### config.mk
export PLATFORM = sky130hd
export DESIGN_NAME = prjb_ram
export DESIGN_NICKNAME = d
export VERILOG_FILES = /design/src/design/packet_reorder_jitter_buffer_top_macros.svh /design/src/design/prjb_ram.sv
export SDC_FILE = /design/constraint.sdc
export NUM_CORES = 1
export LEC_CHECK = 0
export ABC_AREA = 1
export BUFFER_PORTS_ARGS = -buffer_cell sky130_fd_sc_hd__buf_2
export CAP_MARGIN = 20
export CELL_PAD_IN_SITES_DETAIL_PLACEMENT = 1
export CELL_PAD_IN_SITES_GLOBAL_PLACEMENT = 2
export CORE_ASPECT_RATIO = 0.9
export CORE_MARGIN = 4
export CORE_UTILIZATION = 44
export CTS_CLUSTER_SIZE = 16
export DETAILED_ROUTE_END_ITERATION = 16
export HOLD_SLACK_MARGIN = 0.03
export PLACE_DENSITY_LB_ADDON = 0.1
export SYNTH_ARGS = -nofsm -noshare
export SYNTH_HDL_FRONTEND = slang
export SYNTH_SLANG_ARGS = --single-unit
export TNS_END_PERCENT = 10
### constraint.sdc
create_clock -name clock -period 2.4 [get_ports clock]
set_input_delay 0.12 -clock clock [delete_from_list [all_inputs] [get_ports clock]]
set_output_delay 0.12 -clock clock [all_outputs]
set_load 0.01 [all_outputs]
### src/design/packet_reorder_jitter_buffer_top_macros.svh
// Assertion macros shared by the jitter buffer RTL.
`ifndef PACKET_REORDER_JITTER_BUFFER_TOP_MACROS_SVH
`define PACKET_REORDER_JITTER_BUFFER_TOP_MACROS_SVH

// Same-cycle implication, disabled while in reset.
`define PRJB_ASSERT_NOW(lbl, ante, cons) \
   lbl: assert property (@(posedge clock) disable iff (reset) (ante) |-> (cons)) \
      else $error("jitter buffer assertion failed");

// Next-cycle implication, disabled while in reset.
`define PRJB_ASSERT_NEXT(lbl, ante, cons) \
   lbl: assert property (@(posedge clock) disable iff (reset) (ante) |=> (cons)) \
      else $error("jitter buffer assertion failed");

`endif

### src/design/prjb_ram.sv
// Generic single-write, single-read RAM with registered read data.
module prjb_ram #(
   parameter int WIDTH = 8,
   parameter int DEPTH = 16
) (
   input  logic                     clock,
   input  logic                     wr_en,
   input  logic [$clog2(DEPTH)-1:0] wr_addr,
   input  logic [WIDTH-1:0]         wr_data,
   input  logic                     rd_en,
   input  logic [$clog2(DEPTH)-1:0] rd_addr,
   output logic [WIDTH-1:0]         rd_data
);

   logic [WIDTH-1:0] mem [DEPTH];

   always_ff @(posedge clock) begin
      if (wr_en) begin
         mem[wr_addr] <= wr_data;
      end
      if (rd_en) begin
         rd_data <= mem[rd_addr];
      end
   end

endmodule

---- Word level (Yosys, flattened, before mapping) ----
Memories as Yosys holds them, arrays and structs flattened. A register that Yosys moved wholly into a read port is not among the register bits.
Index checks and enable logic that the tools add are counted.
storage, ports and cells
  register bits ........................... 0
  memory bits (writable) .................. 128
  input port bits ......................... 19
  output and inout bits ................... 8
  logic and storage cells ................. 3
  memories ................................ 1
cells by class
  multiplexer cells ....................... 2
memories
  name  depth  width  read ports  clocked after memory_dff  wr ports  RTL line        RTL
  mem   16     8      1           1                         1         prjb_ram.sv:15  logic [WIDTH-1:0] mem [DEPTH];
operator list
  cell    number
  $mux 1  2

---- Logic depth before layout (Yosys ltp) ----
Gate-level depths: netlist (run 1).
  depth after elaboration ................. 2
  mapped depth ............................ 8

---- Worst setup path after synthesis (run 1) ----
Ideal clock, no wire load.
  kind .................................... in2reg
  from .................................... input port wr_addr[2]
  to ...................................... memory mem[10][0] (enable)
  library setup time ...................... 0.370 ns
  arrival ................................. 0.701 ns
  setup slack ............................. 1.329 ns
  stages .................................. 2
  path buffers ............................ 0
  path through ............................ nand3b_1 nor2_1
RTL lines
  element      RTL line        RTL
  from (decl)  prjb_ram.sv:8   input logic [$clog2(DEPTH)-1:0] wr_addr,
  to (decl)    prjb_ram.sv:15
Straight into the memory's write port.

==> impl_metrics.toml, run 1 <==
[flow_run]
cap_viol_max_count = 0

[die]
rows = 39
dieWidth_um = 130
die_h_um = 117
start_util = 0.456
design.portCount = 27
die_area_mm2 = 0.0152
core_area_mm2 = 0.0128

[sta]
finalCritPeriodShare = 0.540
setup_viol = 0
relSlewSlack = 0.437
finClkSkew_ns = 0.00887
final_max_slew_viol_count = 0
rsz0062_at_grt = "no"
finalSetupTns_ns = 0
finalHoldViolations = 0
fin_crit_ns = 1.30
fmax_ghz = 0.771
worst_slew_pin_slew_ns = 0.841
fin_hold_ws_ns = 0.0841
final.setup.worst_slack_ns = 1.10

[finish]
n_fill_cell = 1405
final_common_cell = "nand2_1"
multiInputGateArea_mm2 = 0.00121
finalNonFillerCells = 765
drive_gt1_frac = 0.118
stdcell_area_mm2 = 0.00678
seq_area_mm2 = 0.00408
area_growth_pct = 16.0
mostFrequentLayoutCells = "nand2_1 (173), edfxtp_1 (136), inv_1 (100)"
antenna_cells = 0
fin_nets = 607

[logic_synthesis]
synth_warnings = 0
yosysSeqAreaShare = 0.698
yosys_register_bits = 136
synth_top_area_frac = 0.698
synth.avg_cell_area_um2 = 10.6
synth_cells = 551
synth.distinct_cells = 11
ys_top_cells_by_area = "edfxtp_1 (70%), nand2_1 (11%), nand3_1 (8.3%)"
synth_largest_area_cell = "edfxtp_1"
synth_nets = 570
synth_area_mm2 = 0.00585

[route]
ant_nets = 0
route.detailed.drc = 0
drtPass1Iterations = 4
vias = 3859
viasPerCell = 5.04
wl_um = 15000
wl_per_cell_um = 19.6
drt_iter0_drc = 298

[global_route]
grt_usage = 0.213
antenna_found_initial = 0
grt_max_degree = 65
grt_pass1_wl_um = 23400
grt_pass1_vias = 3960
grt_remaining_overflow = 0

[clock_network]
post_cts_buffers = 0
cts_resized = 0
clockBufferDepth = 2
cts_tree = "yes"
numCtsBuffers = 17
root_buffer = "clkbuf_16"
clock_sinks = 136
htreeDepth = 4
cts.reportedPaths.clkPinSlew_ns = 0.06
clk_latency_ns = 0.41
cts.hold.buffers_added = 0

[min_path]
hold_path.class = "in -> reg"

[power]
vdd_drop_max_mv = 0.623
powerDensity_mw_per_mm2 = 856
leakage_nw = 2.91

[place]
hpwl_um = 9140
place_inst = 733
portBuffers = 26
gp_congestion = 0.768
dp_slack_ns = 0.679
dpl_cell_area_mm2 = 0.00615

[setup_path]
cp_data_arrival_time_ns = 1.44
cp.required_ns = 2.54
crit_path_end_kind = "flip-flop"
critPathKind = "in -> reg"
crit_path_start_kind = "primary input"
crit_fanout = 64

[outcome]
status = "finished, final reports clean"
## kinds of logic (layout without fill, tap and decap cells)
logic type             Yosys count  in the layout  synth area share
and+or+nand+nor                289            289             0.208
DFF                            136            136             0.698
buffers and inverters          126            176            0.0939
## cells in the mapped netlist (all sizes together)
cell / instances
inv: 102
nor2: 17
nand2: 173
edfxtp: 136
nand3b: 2
buf: 24
nand3: 97
## stage by stage
stage	util	total power, W
floorplan	-	0.00293
global placement	0.479	0.00307
detailed placement	0.479	0.00308
CTS	0.529	0.00586
global route	0.529	0.00602
finish	0.529	0.00580
## power by group
part           switching (W)  internal (W)  total, W
clock               0.000949       0.00183   0.00278
combinational       0.000243     0.0000898  0.000333
sequential         0.0000157       0.00268   0.00269
## worst max-delay path: stages
cell     delay, ns
buf_2         0.09
buf_4         0.60
nand2_1       0.12
nand3_1       0.14
nand3_1       0.11
nand3_1       0.11
nand2_1       0.11
## worst paths after layout
path,start,to,slack (ns),cells after the start
min reg2reg,mem[2][7]$_DFFE_PP_,rd_data[7]$_DFFE_PP_,0.76,6
min,rd_en,rd_data[4]$_DFFE_PP_,0.08,1
max reg2reg,mem[15][7]$_DFFE_PP_,rd_data[7]$_DFFE_PP_,1.18,6
max,rd_addr[0],rd_data[2]$_DFFE_PP_,1.10,7
## final cells by class
cell class | instances | area share
sequential | 136 | 0.602
multi-input combinational | 289 | 0.179
clock inverter | 14 | 0.0303
tap | 164 | 0.0303
clock buffer | 18 | 0.0633
inverter | 102 | 0.0564
timing repair buffer | 42 | 0.0387
## registers in the layout, indices dropped and copies added (netlist names)
name and count:
mem 128, rd_data 8
## metal layers
| layer | wire length, um | GRT usage |
|---|---|---|
| met2 | 6830 | 0.308 |
| met3 | 1070 | 0.0545 |
| met5 | 0 | 0 |
| met4 | 128 | 0.0584 |
| met1 | 6940 | 0.318 |
Power figures use the tool's default switching activity.
==> inputs of run 2 (changes only) <==
--- a/config.mk
+++ b/config.mk
@@ -5,14 +5,14 @@
 export SDC_FILE = /design/constraint.sdc
 export NUM_CORES = 1
 export LEC_CHECK = 0
-export ABC_AREA = 1
+export ABC_AREA = 0
 export BUFFER_PORTS_ARGS = -buffer_cell sky130_fd_sc_hd__buf_2
 export CAP_MARGIN = 20
 export CELL_PAD_IN_SITES_DETAIL_PLACEMENT = 1
 export CELL_PAD_IN_SITES_GLOBAL_PLACEMENT = 2
 export CORE_ASPECT_RATIO = 0.9
 export CORE_MARGIN = 4
-export CORE_UTILIZATION = 44
+export CORE_UTILIZATION = 48
 export CTS_CLUSTER_SIZE = 16
 export DETAILED_ROUTE_END_ITERATION = 16
 export HOLD_SLACK_MARGIN = 0.03
==> constraint.sdc (replaced) <==
create_clock -name clock -period 1.4 [get_ports clock]
set_input_delay 0.07 -clock clock [delete_from_list [all_inputs] [get_ports clock]]
set_output_delay 0.07 -clock clock [all_outputs]
set_load 0.01 [all_outputs]
==> impl_metrics.toml, run 2 <==
[finish]
post-route-util = 0.599
top_register = "mem"
stdcell_area_mm2 = 0.00624
drive_gt1_frac = 0.395
largest_reg_flops = 128
finalNonFillerCells = 430
n_fill_cell = 904
fin_nets = 307
top_regs = "mem x128, rd_data x8"
antenna_cells = 0
area_growth_pct = 19.4
mostFrequentLayoutCells = "edfxtp_1 (136), mux4_2 (28), buf_2 (26)"
final_common_cell = "edfxtp_1"

[clock_network]
clk_latency_ns = 0.41
cts.hold.buffers_added = 0
clock_sinks = 136
clockBufferDepth = 2
numCtsBuffers = 17
cts.reportedPaths.clkPinSlew_ns = 0.06
htreeDepth = 4
root_buffer = "clkbuf_16"
cts_tree = "yes"

[power]
p_sw_w = 0.00188
leakage_nw = 2.08
p_sw_frac = 0.207
vdd_drop_max_mv = 0.863
combPwrFrac = 0.053
power_frac_seq = 0.508
power_frac_clock = 0.439
intPower_w = 0.00722
powerDensity_mw_per_mm2 = 1460

[setup_path]
crit_fanout = 1
crit_path_end_kind = "flip-flop"
critPathKind = "reg -> reg"
cp.required_ns = 1.55
cp_data_arrival_time_ns = 1.60
crit_path_start_kind = "flip-flop"

[die]
dieWidth_um = 118
die_area_mm2 = 0.0126
start_util = 0.502
rows = 35
die_h_um = 107
core_area_mm2 = 0.0104
design.portCount = 27

[global_route]
grt_pass1_vias = 2708
antenna_found_initial = 0
grt_max_degree = 21
grt_pass1_wl_um = 16600
grt_remaining_overflow = 0
grt_usage = 0.186

[sta]
final.setup.worst_slack_ns = -0.0507
fin_hold_ws_ns = 0.0528
finalCritPeriodShare = 1.04
worst_slew_pin_slew_ns = 0.966
finClkSkew_ns = 0.00676
fin_crit_ns = 1.45
rsz0062_at_grt = "yes"
setup_viol = 4
final_max_slew_viol_count = 0
finalHoldViolations = 0
relSlewSlack = 0.354
fmax_ghz = 0.689

[logic_synthesis]
synthArstFlopShare = 0
synth.distinct_cells = 18
synth_area_mm2 = 0.00523
synth_warnings = 0
synth_largest_area_cell = "edfxtp_1"
yosys_register_bits = 136
synth_edf_count = 136
synth_top_area_frac = 0.781
synth.avg_cell_area_um2 = 22.8
synthTopCellsByCount = "edfxtp_1 (136), mux4_2 (18), a22oi_1 (16), mux4_1 (14), nor2_1 (13)"
synth_nets = 248
ys_top_cells_by_area = "edfxtp_1 (78%), mux4_2 (7.8%), mux4_1 (7.0%)"
synth-main-ff-cell = "edfxtp_1"
synth_cells = 229
yosysMostFrequentCell = "edfxtp_1"
yosysSeqAreaShare = 0.781

[route]
drtPass1Iterations = 4
drt_iter0_drc = 205
route.detailed.drc = 0
ant_nets = 0
wl_um = 10700
vias = 2477
wl_per_cell_um = 25.0
viasPerCell = 5.76

[place]
place_inst = 398
dp_slack_ns = -0.314
gp_congestion = 0.728
dpl_cell_area_mm2 = 0.00569
hpwl_um = 7050
portBuffers = 26

[outcome]
violations = "setup timing"
status = "complete, but fails checks"

[min_path]
hold_path.class = "in -> reg"

[flow_run]
cap_viol_max_count = 0
==> run 2: cell types whose count changed after synthesis, moves of 3 or more <==
cell / previous run / this run
a22oi_1: 0 / 16
buf_2: 13 / 3
buf_4: 4 / 1
buf_6: 6 / 3
clkdlybuf4s25_2: 0 / 3
inv_1: 100 / 0
mux4_1: 0 / 14
mux4_2: 0 / 18
nand2_1: 173 / 9
nand3_1: 97 / 1
nor2_1: 17 / 13
nor3_1: 0 / 4
==> run 2: power groups by stage <==
stage                     clock (W)  sequential, W  combinational (W)
final                       0.00400        0.00462           0.000483
after global routing        0.00431        0.00462           0.000525
after CTS                   0.00410        0.00462           0.000486
after detailed placement          0        0.00470           0.000467
after global placement            0        0.00470           0.000455
after floorplan                   0        0.00470           0.000232
==> run 2: cell families after synthesis <==
group | Yosys count | share of synthesized area
flops | 136 | 0.781
simple gates | 35 | 0.0314
mux | 32 | 0.148
compound gates | 16 | 0.0230
buf+inv | 10 | 0.0165
==> run 2: worst max-delay path, stage by stage, from the launching register on <==
cell and delay, ns:
edfxtp_1 0.36, mux4_1 0.52, a22oi_2 0.21, nand2_1 0.09
==> run 2: what timing repair did <==
item / 4_1_cts / 5_1_grt
buffers inserted: 0 / 0
resized for setup: 14 / 6
endpoints found under the setup margin: 8 / 8
pin swaps: 8 / 3
==> run 2: cell type report <==
cell class                      count  area [um^2]  share of cell area
Sequential cell                   136         4080               0.654
Multi-Input combinational cell     83         1070               0.172
Clock buffer                       18          429              0.0687
Timing Repair Buffer               50          385              0.0617
Tap cell                          129          161              0.0259
Clock inverter                     14          109              0.0174
==> run 2: final timing paths <==
kind,startpoint,to,slack (ns),cells past startpoint
max,mem[4][1]$_DFFE_PP_,rd_data[1]$_DFFE_PP_,-0.05,3
min,wr_data[3],mem[11][3]$_DFFE_PP_,0.05,1
max reg2reg,mem[4][1]$_DFFE_PP_,rd_data[1]$_DFFE_PP_,-0.05,3
min reg2reg,mem[7][3]$_DFFE_PP_,rd_data[3]$_DFFE_PP_,0.76,3
==> run 2: metal layers <==
layer,track usage,wire [um],up-vias
met4,0.0502,87,0
met5,0,0,-
met1,0.262,5050,1318
li1,-,-,1086
met3,0.0549,434,10
met2,0.288,5170,63
==> run 2: metrics by stage <==
step	TNS, ns	power [W]
global route	-0.397	0.00946
floorplan	0	0.00493
finish	-0.0849	0.00910
global placement	-1.66	0.00515
detailed placement	-1.77	0.00517
CTS	-0.176	0.00920
==> inputs of run 3 (changes only) <==
--- a/config.mk
+++ b/config.mk
@@ -10,13 +10,14 @@
 export CAP_MARGIN = 20
 export CELL_PAD_IN_SITES_DETAIL_PLACEMENT = 1
 export CELL_PAD_IN_SITES_GLOBAL_PLACEMENT = 2
-export CORE_ASPECT_RATIO = 0.9
+export CORE_ASPECT_RATIO = 1.1
 export CORE_MARGIN = 4
 export CORE_UTILIZATION = 48
 export CTS_CLUSTER_SIZE = 16
 export DETAILED_ROUTE_END_ITERATION = 16
 export HOLD_SLACK_MARGIN = 0.03
 export PLACE_DENSITY_LB_ADDON = 0.1
+export SLEW_MARGIN = 20
 export SYNTH_ARGS = -nofsm -noshare
 export SYNTH_HDL_FRONTEND = slang
 export SYNTH_SLANG_ARGS = --single-unit
==> impl_metrics.toml, run 3 (synthesis gave the netlist of run 2 again) <==
[route]
vias = 2478
ant_nets = 0
route.detailed.drc = 0
wl_per_cell_um = 23.7
drt_iter0_drc = 156
wl_um = 10700
drtPass1Iterations = 4
viasPerCell = 5.51

[die]
rows = 39
core_area_mm2 = 0.0105
design.portCount = 27
dieWidth_um = 108
die_area_mm2 = 0.0126
start_util = 0.496
die_h_um = 117

[global_route]
grt_pass1_wl_um = 16500
grt_usage = 0.185
antenna_found_initial = 0
grt_remaining_overflow = 0
grt_pass1_vias = 2678
grt_max_degree = 17

[setup_path]
max_stage_delay_ns = 0.48
critPathKind = "reg -> reg"
crit_fanout = 1
crit_path_end_kind = "flip-flop"
ff2ff_path_depth = 4
cp_num_cells = 4
crit_path_start_kind = "flip-flop"
crit_slowest_cell = "mux4_2"
cp_data_arrival_time_ns = 1.60
worstPathCellList = "mux4_2 -> a22oi_2 -> buf_4 -> nand2_1"
critPathBufInv = 1
cpLargestDelayFamily = "multiplexers"
cp.required_ns = 1.56

[finish]
fin_nets = 313
top_register = "mem"
top_regs = "mem x128, rd_data x8"
mostFrequentLayoutCells = "edfxtp_1 (136), buf_2 (26), mux4_2 (24)"
post-route-util = 0.601
multiInputGateArea_mm2 = 0.00107
antenna_cells = 0
drive_gt1_frac = 0.368
n_fill_cell = 935
largest_reg_flops = 128
area_growth_pct = 21.1
final_common_cell = "edfxtp_1"
seq_area_mm2 = 0.00408

[clock_network]
clock_sinks = 136
root_buffer = "clkbuf_16"
clockBufferDepth = 2
cts_tree = "yes"
numCtsBuffers = 17
htreeDepth = 4
clk_latency_ns = 0.41
cts.reportedPaths.clkPinSlew_ns = 0.06

[outcome]
status = "complete, but fails checks"
violations = "setup timing"

[place]
portBuffers = 26
gp_congestion = 0.712
dp_slack_ns = -0.358
hpwl_um = 7000

[sta]
rsz0062_at_grt = "yes"
finalSetupTns_ns = -0.100
fin_crit_ns = 1.44
finClkSkew_ns = 0.00901
worst_slew_pin_slew_ns = 0.906
relSlewSlack = 0.395
fmax_ghz = 0.694
final_max_slew_viol_count = 0
finalCritPeriodShare = 1.03
setup_viol = 3
final.setup.worst_slack_ns = -0.0413
finalHoldViolations = 0

[power]
powerDensity_mw_per_mm2 = 1470
vdd_drop_max_mv = 0.905
leakage_nw = 2.13

[flow_run]
cap_viol_max_count = 0

[min_path]
min_path_cells = 1
hold_path.class = "in -> reg"
[run 3: power breakdown]
part	total (W)	internal, W	switching (W)
Combinational	0.000482	0.000222	0.000260
Sequential	0.00462	0.00459	0.0000281
Clock	0.00418	0.00258	0.00160
Total	0.00928	0.00739	0.00189
[run 3: layer usage]
metal / share of wire / global-route usage / up-vias
li1: - / - / 1109
met1: 0.44 / 0.261 / 1303
met2: 0.51 / 0.285 / 54
met3: 0.037 / 0.0472 / 12
met4: 0.014 / 0.0616 / 0
met5: 0 / 0 / -
[run 3: path summary, 6_finish.rpt]
kind | slack [ns] | start | endpoint
worst min-delay path | 0.05 | wr_data[4] | mem[15][4]$_DFFE_PP_
worst min register to register | 0.74 | mem[4][2]$_DFFE_PP_ | rd_data[2]$_DFFE_PP_
worst max register to register | -0.04 | mem[8][1]$_DFFE_PP_ | rd_data[1]$_DFFE_PP_
worst max-delay path | -0.04 | mem[8][1]$_DFFE_PP_ | rd_data[1]$_DFFE_PP_
[run 3: timing repair]
| item | CTS | global route |
|---|---|---|
| hold buffers | 2 | 1 |
| endpoints found under the setup margin | 7 | 8 |
| buffers inserted | 0 | 0 |
| resized for setup | 10 | 2 |
| endpoints found under the hold margin | 21 | 3 |
| pin swaps | 5 | 2 |
[run 3: metrics by stage]
step	power (W)	instance area, um^2	std cells	hold WS (ns)
5_1_grt	0.00963	6330	450	0.0459
6_report	0.00928	6330	450	0.0517
2_1_floorplan	0.00493	5230	229	0.169
4_1_cts	0.00938	6320	449	0.0319
3_3_place_gp	0.00516	5730	415	0.459
3_5_place_dp	0.00517	5730	415	0.467
[run 3: final cells by class]
type	count	area share
timing repair buffer	56	0.0692
multi-input combinational	83	0.169
sequential	136	0.645
clock buffer	17	0.0672
clock inverter	15	0.0215
tap	143	0.0283
[run 3: worst register-to-register path: stages, from the launching register on]
cell	delay, ns
edfxtp_1	0.38
mux4_2	0.48
a22oi_2	0.17
buf_4	0.14
nand2_1	0.04
